--- src/hdl/bchd_pkg.sv ---
// Shared types and constants for the button click and hold detector.
package bchd_pkg;

  localparam int unsigned TICK_W     = 32;
  localparam int unsigned COUNT_W    = 16;
  localparam int unsigned INTERVAL_W = 10;
  localparam int unsigned DEBOUNCE_W = 8;
  localparam int unsigned CLICKS_W   = 2;
  localparam int unsigned CFG_IDX_W  = 8;
  localparam int unsigned CFG_DATA_W = 16;

  localparam logic [COUNT_W-1:0] COUNT_SAT = COUNT_W'(60000);

  localparam logic [INTERVAL_W-1:0] INTERVAL_RST = INTERVAL_W'(10);
  localparam logic [COUNT_W-1:0]    HOLD_RST     = COUNT_W'(50);
  localparam logic [DEBOUNCE_W-1:0] DEBOUNCE_RST = DEBOUNCE_W'(2);
  localparam logic [COUNT_W-1:0]    GAP_RST      = COUNT_W'(30);

  // Register indexes on the configuration port
  localparam logic [CFG_IDX_W-1:0] REG_UPDATE_INTERVAL    = CFG_IDX_W'(0);
  localparam logic [CFG_IDX_W-1:0] REG_HOLD_PERIODS       = CFG_IDX_W'(1);
  localparam logic [CFG_IDX_W-1:0] REG_DEBOUNCE_PERIODS   = CFG_IDX_W'(2);
  localparam logic [CFG_IDX_W-1:0] REG_DOUBLE_GAP_PERIODS = CFG_IDX_W'(3);

  typedef enum logic [1:0] {
    EV_NONE   = 2'd0,
    EV_SINGLE = 2'd1,
    EV_DOUBLE = 2'd2,
    EV_HOLD   = 2'd3
  } event_t;

  typedef struct packed {
    logic [TICK_W-1:0] tick_ms;
    logic              pin_level;
  } in_item_t;

  typedef struct packed {
    event_t event_res;
    logic   updated;
  } out_item_t;

  typedef struct packed {
    logic [INTERVAL_W-1:0] update_interval;
    logic [COUNT_W-1:0]    hold_periods;
    logic [DEBOUNCE_W-1:0] debounce_periods;
    logic [COUNT_W-1:0]    double_gap_periods;
  } cfg_t;

endpackage

--- src/hdl/button_click_hold_detector_top.sv ---
// Top level of the button click and hold detector.
//
// Input channel: in_valid / in_stall / in_item carry one transaction per
// sample, holding a free-running millisecond tick and the raw active-low
// button level. Output channel: out_valid / out_stall / out_item return one
// transaction per input: the event code (none, single, double, hold) and a
// flag telling whether that sample passed the update interval.
// Configuration: cfg_valid / cfg_ready / cfg_index / cfg_data write one of
// four registers (update interval, hold target, debounce, double-click gap);
// cfg_ready is always high. Write only while no transaction is in flight.
// From input to output an item passes the input register, then the detector
// state update and a result register. Throughput is one transaction per
// cycle while the receiver does not stall. Reset clears the pipeline valids
// and the detector state and restores the register defaults. When the
// receiver stalls, the result register holds, the input register fills and
// then in_stall rises; nothing is dropped.
module button_click_hold_detector_top (
  input  logic                            clk,
  input  logic                            rst,
  input  logic                            in_valid,
  output logic                            in_stall,
  input  bchd_pkg::in_item_t              in_item,
  output logic                            out_valid,
  input  logic                            out_stall,
  output bchd_pkg::out_item_t             out_item,
  input  logic                            cfg_valid,
  output logic                            cfg_ready,
  input  logic [bchd_pkg::CFG_IDX_W-1:0]  cfg_index,
  input  logic [bchd_pkg::CFG_DATA_W-1:0] cfg_data
);
  import bchd_pkg::*;

  cfg_t      cfg;
  in_item_t  item;
  logic      item_valid;
  logic      step;
  out_item_t result;

  bchd_cfg u_cfg (
    .clk       (clk),
    .rst       (rst),
    .cfg_valid (cfg_valid),
    .cfg_ready (cfg_ready),
    .cfg_index (cfg_index),
    .cfg_data  (cfg_data),
    .cfg       (cfg)
  );

  // Advance the held item into the result register when that register is
  // empty or being drained this cycle.
  assign step     = item_valid && (!out_valid || !out_stall);
  // Accept a new item whenever the input register empties or is already empty.
  assign in_stall = item_valid && !step;

  always_ff @(posedge clk) begin
    if (rst) begin
      item_valid <= 1'b0;
    end else if (!in_stall) begin
      item_valid <= in_valid;
    end
  end

  always_ff @(posedge clk) begin
    if (in_valid && !in_stall) begin
      item <= in_item;
    end
  end

  bchd_core u_core (
    .clk    (clk),
    .rst    (rst),
    .step   (step),
    .item   (item),
    .cfg    (cfg),
    .result (result)
  );

  // Hold the result while the receiver stalls; drop valid once taken.
  always_ff @(posedge clk) begin
    if (rst) begin
      out_valid <= 1'b0;
    end else if (!out_valid || !out_stall) begin
      out_valid <= step;
    end
  end

  always_ff @(posedge clk) begin
    if (step) begin
      out_item <= result;
    end
  end

  a_no_overwrite: assert property (@(posedge clk) disable iff (rst)
    out_valid && out_stall |=> out_valid)
    else $error("stalled result lost");

  a_step_only_held: assert property (@(posedge clk) disable iff (rst)
    step |-> item_valid)
    else $error("core stepped without an item");

  a_flow: assert property (@(posedge clk) disable iff (rst)
    step |=> out_valid)
    else $error("stepped item produced no result");

endmodule

--- src/hdl/bchd_cfg.sv ---
// Configuration register file for the button click and hold detector.
module bchd_cfg (
  input  logic                              clk,
  input  logic                              rst,
  input  logic                              cfg_valid,
  output logic                              cfg_ready,
  input  logic [bchd_pkg::CFG_IDX_W-1:0]    cfg_index,
  input  logic [bchd_pkg::CFG_DATA_W-1:0]   cfg_data,
  output bchd_pkg::cfg_t                    cfg
);
  import bchd_pkg::*;

  assign cfg_ready = 1'b1;

  always_ff @(posedge clk) begin
    if (rst) begin
      cfg.update_interval    <= INTERVAL_RST;
      cfg.hold_periods       <= HOLD_RST;
      cfg.debounce_periods   <= DEBOUNCE_RST;
      cfg.double_gap_periods <= GAP_RST;
    end else if (cfg_valid && cfg_ready) begin
      // take the low bits of each register; unknown indexes are dropped
      unique case (cfg_index)
        REG_UPDATE_INTERVAL:    cfg.update_interval    <= cfg_data[INTERVAL_W-1:0];
        REG_HOLD_PERIODS:       cfg.hold_periods       <= cfg_data[COUNT_W-1:0];
        REG_DEBOUNCE_PERIODS:   cfg.debounce_periods   <= cfg_data[DEBOUNCE_W-1:0];
        REG_DOUBLE_GAP_PERIODS: cfg.double_gap_periods <= cfg_data[COUNT_W-1:0];
        default: ;
      endcase
    end
  end

endmodule

--- src/hdl/bchd_core.sv ---
// Detector state and single-pass update logic for one tick item.
module bchd_core (
  input  logic                clk,
  input  logic                rst,
  input  logic                step,
  input  bchd_pkg::in_item_t  item,
  input  bchd_pkg::cfg_t      cfg,
  output bchd_pkg::out_item_t result
);
  import bchd_pkg::*;

  logic [TICK_W-1:0]   prev_tick;
  logic [COUNT_W-1:0]  press_periods;
  logic [COUNT_W-1:0]  release_periods;
  logic [CLICKS_W-1:0] clicks;

  logic [COUNT_W-1:0]  press_periods_next;
  logic [COUNT_W-1:0]  release_periods_next;
  logic [CLICKS_W-1:0] clicks_next;

  logic [TICK_W-1:0]   advance;
  logic                upd;
  logic                pressed;
  logic [COUNT_W-1:0]  press_inc;
  logic [COUNT_W-1:0]  release_inc;
  logic [CLICKS_W-1:0] clicks_mid;
  event_t              ev;

  assign advance = item.tick_ms - prev_tick;
  assign upd     = advance >= {{(TICK_W-INTERVAL_W){1'b0}}, cfg.update_interval};
  assign pressed = ~item.pin_level;

  assign press_inc   = (press_periods < COUNT_SAT) ? press_periods + 1'b1 : press_periods;
  assign release_inc = (release_periods < COUNT_SAT) ? release_periods + 1'b1
                                                     : release_periods;

  always_comb begin
    press_periods_next   = press_periods;
    release_periods_next = release_periods;
    clicks_next          = clicks;
    clicks_mid           = clicks;
    ev                   = EV_NONE;
    if (pressed) begin
      release_periods_next = '0;
      press_periods_next   = press_inc;
      if (press_inc == cfg.hold_periods) begin
        ev          = EV_HOLD;
        clicks_next = '0;
      end
    end else begin
      // a finished press counts as a click only between debounce and hold
      if (press_periods != '0) begin
        if (press_periods > {{(COUNT_W-DEBOUNCE_W){1'b0}}, cfg.debounce_periods} &&
            press_periods < cfg.hold_periods) begin
          clicks_mid = clicks + 1'b1;
        end
        press_periods_next = '0;
      end
      clicks_next = clicks_mid;
      if (clicks_mid != '0) begin
        release_periods_next = release_inc;
        if (clicks_mid == CLICKS_W'(2)) begin
          ev                   = EV_DOUBLE;
          clicks_next          = '0;
          release_periods_next = '0;
        end else if (release_inc > cfg.double_gap_periods) begin
          if (clicks_mid == CLICKS_W'(1)) begin
            ev = EV_SINGLE;
          end
          clicks_next          = '0;
          release_periods_next = '0;
        end
      end else begin
        release_periods_next = '0;
      end
    end
  end

  assign result.event_res = upd ? ev : EV_NONE;
  assign result.updated   = upd;

  always_ff @(posedge clk) begin
    if (rst) begin
      prev_tick       <= '0;
      press_periods   <= '0;
      release_periods <= '0;
      clicks          <= '0;
    end else if (step && upd) begin
      prev_tick       <= item.tick_ms;
      press_periods   <= press_periods_next;
      release_periods <= release_periods_next;
      clicks          <= clicks_next;
    end
  end

  a_clicks_low: assert property (@(posedge clk) disable iff (rst)
    clicks == '0 || clicks == CLICKS_W'(1))
    else $error("click count left above one");

  a_press_sat: assert property (@(posedge clk) disable iff (rst)
    press_periods <= COUNT_SAT)
    else $error("press counter beyond saturation");

  a_release_needs_click: assert property (@(posedge clk) disable iff (rst)
    release_periods != '0 |-> clicks == CLICKS_W'(1))
    else $error("release counting without a pending click");

  a_tick_capture: assert property (@(posedge clk) disable iff (rst)
    step && upd |=> prev_tick == $past(item.tick_ms))
    else $error("update tick not captured");

endmodule

--- config.mk ---
export PLATFORM = sky130hd
export DESIGN_NAME = button_click_hold_detector_top
export DESIGN_NICKNAME = d
export VERILOG_FILES = /design/src/hdl/bchd_pkg.sv /design/src/hdl/button_click_hold_detector_top.sv /design/src/hdl/bchd_cfg.sv /design/src/hdl/bchd_core.sv
export SDC_FILE = /design/constraint.sdc
export NUM_CORES = 1
export LEC_CHECK = 0
export BUFFER_PORTS_ARGS = -buffer_cell sky130_fd_sc_hd__buf_4
export CAP_MARGIN = 20
export CELL_PAD_IN_SITES_DETAIL_PLACEMENT = 1
export CELL_PAD_IN_SITES_GLOBAL_PLACEMENT = 2
export CORE_ASPECT_RATIO = 0.5
export CORE_MARGIN = 4
export CORE_UTILIZATION = 38
export DETAILED_ROUTE_END_ITERATION = 6
export GPL_ROUTABILITY_DRIVEN = 0
export PLACE_DENSITY = 0.91
export SLEW_MARGIN = 10
export SYNTH_ARGS = -nofsm -noshare
export SYNTH_HDL_FRONTEND = slang
export SYNTH_SLANG_ARGS = --single-unit
--- constraint.sdc ---
create_clock -name clk -period 5.42 [get_ports clk]
set_clock_uncertainty 0.15 [all_clocks]
set_input_delay 0.542 -clock clk [delete_from_list [all_inputs] [get_ports clk]]
set_output_delay 0.542 -clock clk [all_outputs]
set_load 0.05 [all_outputs]
==> After elaboration in Yosys (flattened, before gate mapping) <==
Cells that the tools add are included.
{ "totals": {"memories": 0, "wordCells": 73, "mem_bits_ro": 0, "ramBits": 0, "in_bits": 62, "regBits": 154, "latch_bits": 0} }
{ "op_classes": {"bitwise": 0, "n_mux": 22, "addsub": 4, "eq_ne": 7, "shifts": 0, "mul": 0, "reduce_logical": 20, "n_lt_le_gt_ge": 6, "div": 0} }
{ "ops": {"columns": ["op", "count"], "rows": [
  ["16-bit 2-to-1 mux", 8],
  ["16-bit by 1-bit adder with 16-bit output, second input constant", 2],
  ["32-bit by 10-bit greater-or-equal comparator with 1-bit output", 1],
  ["16-bit < comparator, second input constant", 2],
  ["32-bit subtractor", 1],
  ["2-bit 2-to-1 mux", 13],
  ["16-bit == test", 1],
  ["8-bit by 2-bit == test with 1-bit output, second input constant", 2],
  ["16-bit > comparator", 1],
  ["16-bit by 8-bit > comparator with 1-bit output", 1],
  ["16-bit < comparator", 1],
  ["16-bit nonzero test", 1],
  ["2-bit AND reduction", 6],
  ["8-bit by 1-bit == test with 1-bit output, second input constant", 1],
  ["8-bit logical NOT", 1],
  ["1-bit logical AND", 5],
  ["1-bit logical NOT", 4],
  ["2-bit nonzero test", 2],
  ["2-bit by 1-bit adder with 2-bit output, second input constant", 1],
  ["2-bit by 1-bit == test with 1-bit output, second input constant", 1],
  ["2-bit == test, second input constant", 1],
  ["2-bit by 1-bit != test with 1-bit output, second input constant", 1],
  ["1-bit logical OR", 1],
  ["1-bit 2-to-1 mux", 1]
]} }

==> Logic depth before layout (Yosys ltp) <==
{ "logic_depth": {"depth_word": 11, "ltp_mapped": 22, "ltp_nobuf": 20} }

==> Modules after synthesis <==
From an unflattened synthesis, not the netlist that was laid out.
{ "hier_totals": {"cells_unflattened": 1164, "hier_area_um2": 10174.8} }
{ "modules_own_cells": {"columns": ["mod", "area_each_um2", "cells_per_inst", "seq_area_each_um2", "n_inst"], "rows": [
  ["bchd_core", 6931.6, 928, 1321.3, 1],
  ["bchd_cfg", 2075.7, 190, 1001.0, 1],
  ["button_click_hold_detector_top", 1167.4, 46, 1121.1, 1]
]} }

==> Worst setup path after synthesis <==
Ideal clock, no wire load.
{ "synth_timing": {"path_type": "reg2reg", "start": "register item[2] (netlist name)", "end": "register u_core.release_periods[15]", "path_stages_with_launch": 22, "setup_slack_ps": 583, "t_arrival_ps": 4553, "required_time_ps": 5137, "path_buffers": 2, "synth_period_minus_slack_ps": 4837, "cell_sequence": "edfxtp_1 ha_1 nor2b_1 o2111a_1 o21a_1 o21a_1 nor2_1 o21bai_1 a21oi_1 xnor2_1 ha_1 a211o_1 a211oi_2 o31ai_1 or4_1 or3_1 or4_4 o21a_1 buf_6 buf_6 a21oi_1 a211oi_2"} }
{ "synth_between": {"elab_chain_len": 3} }
{ "synth_rtl": {"columns": ["item", "line", "text"], "rows": [
  ["32-bit subtractor", "bchd_core.sv:29", "assign advance = item.tick_ms - prev_tick;"],
  ["32-bit by 10-bit greater-or-equal comparator with 1-bit output", "bchd_core.sv:30", "assign upd = advance >= {{(TICK_W-INTERVAL_W){1'b0}}, cfg.update_interval};"],
  ["1-bit logical AND", "bchd_core.sv:88", "end else if (step && upd) begin"],
  ["to (signal assigned)", "bchd_core.sv:91", "release_periods <= release_periods_next;"],
  ["to (decl)", "bchd_core.sv:14", "logic [COUNT_W-1:0] release_periods;"]
]} }
Every way passes these cells.
A chain may end at the register's enable or synchronous reset.

==> Worst setup path after layout <==
{ "layout_timing": {"start": "register item[2] (netlist name)", "end": "register u_core.prev_tick[20]"} }
{ "layout_between": {"elab_chain_len": 3} }
{ "layout_rtl": {"columns": ["item", "line", "text"], "rows": [
  ["32-bit subtractor", "bchd_core.sv:29", null],
  ["32-bit by 10-bit greater-or-equal comparator with 1-bit output", "bchd_core.sv:30", null],
  ["1-bit logical AND", "bchd_core.sv:88", null],
  ["to (signal assigned)", "bchd_core.sv:89", "prev_tick <= item.tick_ms;"],
  ["to (decl)", "bchd_core.sv:12", "logic [TICK_W-1:0] prev_tick;"]
]} }
Every way passes these cells.

==> summary.md <==
| Metric | Value |
|---|---|
| Remaining antenna violation count after routing | `0` |
| Number of enable flip-flop cells after synthesis | `36` |
| Area contributors post-synth | `dfxtp_1 (24%), edfxtp_1 (11%), ha_1 (11%)` |
| CTS Root Cell | `clkbuf_16` |
| Total number of vias | `a little over 8,000` |
| Pins over their slew limit | `0` |
| Status | `finished, final reports clean` |
| Clock sinks | `154` |
| Drt drc | `0` |
| WHS | `approximately 0.11 ns` |
| Overall power | `~3 mW` |
| Crit-path max cell delay | `between 0.5 and 0.6 ns` |
| CTS tree | `built` |
| WL/cell | `between 15 and 20 µm` |
| Crit path from | `item[2]` |
| Drt via density | `between 5 and 6` |
| Most common cell in the netlist | `nor2_1` |
| CP Data Required Time | `5.59 ns` |
| #FFs+latches synth | `about 150` |
| Area delta synth->final | `15.6%` |
| # IOs | `around 70` |
| Multiplexer share of the synthesized area | `0.0874` |
| Crit path arrival time | `roughly 5.4 ns` |
| Longest Clk Path Bufs | `2` |
| Layout cells sized above 1 | `0.115` |
| Ys flop type | `dfxtp_1` |
| Pwr dens | `roughly 260 nW/µm²` |
| CTS buffer count | `17` |
| Clk Latency, worst-skew pair | `roughly 0.46 ns` |
| Initial Util | `0.386` |
| Final Hold Fails | `0` |
| Cell Rows | `a little over 40` |
| Met2 routed WL | `about 14,000 µm` |
| Mapped Avg Cell Area | `8.77 µm²` |
| Max-slew headroom | `0.306` |
| CP max-delay cell | `or4_4` |
| Hold Path Class | `input pin to flip-flop` |
| Worst r2r dst | `u_core.prev_tick[20]` |
| Synth Cell Area | `between 9000 and 10,000 µm²` |
| Tcrit/Tclk final | `0.964` |
| Post-Synth Simple-Gate Area | `0.169` |
| Register area share after synthesis | `0.353` |
| Yosys Warn Count | `0` |
| Worst setup EP type | `flip-flop` |
| Filler Cell Count | `a little under 3,000` |
| Metal1 wirelength | `roughly 12,000 µm` |
| Top Metal Used | `met4` |
| Synth top area share | `0.242` |
| Diode count | `0` |
| Crit path depth | `20` |
| Clk slew on worst S/H paths | `approximately 0.06 ns` |
| Vias in the first global route | `8,562` |
| DIE WIDTH | `between 200 and 250 µm` |
| CTS H-tree lvls | `4` |
| Synth cell count leaders | `nor2_1 (144), dfxtp_1 (118), inv_1 (101)` |
| Slew at the pin closest to its max-slew limit | `a little over 1 ns` |
| Die area | `between 20,000 and 30,000 µm²` |
| Initial drt markers | `386` |
| Die Height | `about 120 µm` |
| Mapped Cells | `between 1,000 and 1,500` |
| Crit Path Class | `flip-flop to flip-flop` |
| DP Wirelength | `20,200 µm` |
| Post-synthesis async set-or-reset flop share | `0` |
| Hold depth | `1` |
| Synth unique cells | `78` |
| LEAKAGE | `about 4.8 nW` |
| All-Layer GR Usage | `0.197` |
| Initial antenna violation count | `0` |
| F_max | `191 MHz` |
| Critical R2R Launch | `item[2]` |
| Minimum clock period | `~5.2 ns` |
| Main combinational cell family by area after synthesis | `simple AND/OR/NAND/NOR gates` |
| # nets final | `1,312` |
| Worst-path cell chain | `ha_1, nor2b_1, o2111a_1, o21a_1, o21a_1, nor2_2, o21bai_1, a21oi_1, xnor2_1, ha_1, a211o_1, a211oi_2, o31ai_1, or4_1, or3_1, or4_4, o21a_4, buf_12, mux2i_1, nor2_1` |
| Leading area contributor after synthesis | `dfxtp_1` |
| Buf+Inv Stages, Crit Path | `1` |
| Final WL | `around 27,000 µm` |
| Peak supply drop | `between 100 and 150 µV` |
| Compound-Gate Fraction of Synth Area | `0.167` |
| Met3 wire length | `910 µm` |
| Setup crit end | `u_core.prev_tick[20]` |
| Post-Syn Nets | `1,258` |
| Grt ovf | `0` |
| XOR/XNOR share of the synthesized area | `0.0512` |
| DRT Pass-1 Iters | `4` |
| Largest net degree at the start of global routing | `48` |
| CP delay by family, top | `compound AO/OA/AOI/OAI gates` |
| Max-cap violation count | `0` |
| I/O Buffers | `66` |
| Final Setup Violations | `0` |
| Reg2Reg Depth | `20` |
| Adder and majority cell fraction of the synthesized area | `0.109` |
| Reg2Reg Setup Slack | `roughly 0.2 ns` |
| Global-route wire length before repair | `44,300 µm` |
| Critical path peak fanout | `32` |
| CP Launch Type | `flip-flop` |
| Core Util, Final | `0.446` |
| Core Footprint | `approximately 25,000 µm²` |
==> cell usage in the layout, fill, tap and decap left out, types with 15 or more instances in the layout <==
cell type	n
nand3_1	32
dfxtp_1	118
clkbuf_16	19
a21oi_1	65
o21a_1	16
a32o_1	15
edfxtp_1	36
inv_1	101
o21ai_0	34
nor2_1	142
a21o_1	16
xnor2_1	41
nand4_1	20
mux2i_1	84
buf_4	76
xor2_1	16
ha_1	83
nand2_1	63
nor3_1	16
==> state kept, by name, indices dropped and copies added (netlist names) <==
register,count
u_core.clicks,2
out_valid,1
u_cfg.cfg,50
item,33
out_item,3
u_core.release_periods,16
item_valid,1
u_core.press_periods,16
u_core.prev_tick,32
==> worst min-delay path by stage <==
stage                          startpoint                    endpoint  slack [ns]
2_1_floorplan            u_core.clicks[1]            u_core.clicks[1]        0.28
3_3_place_gp   u_core.release_periods[11]  u_core.release_periods[11]        0.30
3_5_place_dp   u_core.release_periods[11]  u_core.release_periods[11]        0.32
4_1_cts                        in_item[8]                     item[8]        0.09
5_1_grt                        in_item[7]                     item[7]        0.09
6_report                       in_item[8]                     item[8]        0.11
==> cell families after synthesis <==
family | Yosys count
buf+inv | 147
compound gates | 236
xor+xnor | 57
simple gates | 348
other cells | 1
mux | 85
flops | 154
fa+ha+maj | 84
==> per-stage QoR <==
stage,setup TNS [ns],instances,setup WS (ns),instance area [µm²]
2_1_floorplan,0,1112,0.583,9750
3_3_place_gp,0,1487,0.319,10600
3_5_place_dp,0,1487,0.126,10600
4_1_cts,0,1519,0.0963,11200
5_1_grt,-0.000975,1523,-0.000975,11300
6_report,0,1523,0.197,11300
==> power breakdown <==
group          leakage [nW]  switching, mW  total (mW)  internal, mW
Sequential             1.30         0.0172        1.22          1.21
Combinational          3.20          0.292       0.489         0.197
Clock                 0.296          0.523        1.24         0.714
==> worst reg2reg max path, stage by stage, from the launching register on <==
cell and delay (ns):
edfxtp_1 0.43, ha_1 0.32, nor2b_1 0.15, o2111a_1 0.27, o21a_1 0.22, o21a_1 0.19
nor2_2 0.13, o21bai_1 0.08, a21oi_1 0.17, xnor2_1 0.09, ha_1 0.19, a211o_1 0.24
a211oi_2 0.24, o31ai_1 0.10, or4_1 0.45, or3_1 0.37, or4_4 0.53, o21a_4 0.29
buf_12 0.21, mux2i_1 0.22, nor2_1 0.05
==> what timing repair did <==
action / 4_1_cts / 5_1_grt
setup buffers: 0 / 1
hold buffers: 0 / 0
gates resized for setup: 0 / 6
setup endpoints to repair: 0 / 66
==> layer usage <==
layer  global-route usage  vias up
li1                     -     4070
met1                0.238     4067
met2                0.350      112
met3               0.0441       34
met4               0.0612        0
met5                    0        -
==> layout make-up <==
cell class / count / area [µm²] / share of cell area
Multi-Input combinational cell: 811 / 5720 / 0.508
Clock buffer: 21 / 503 / 0.0446
Clock inverter: 11 / 108 / 0.00955
Tap cell: 344 / 430 / 0.0382
Timing Repair Buffer: 81 / 681 / 0.0604
Inverter: 101 / 379 / 0.0336
Sequential cell: 154 / 3440 / 0.306
Power figures use the tool's default switching activity.
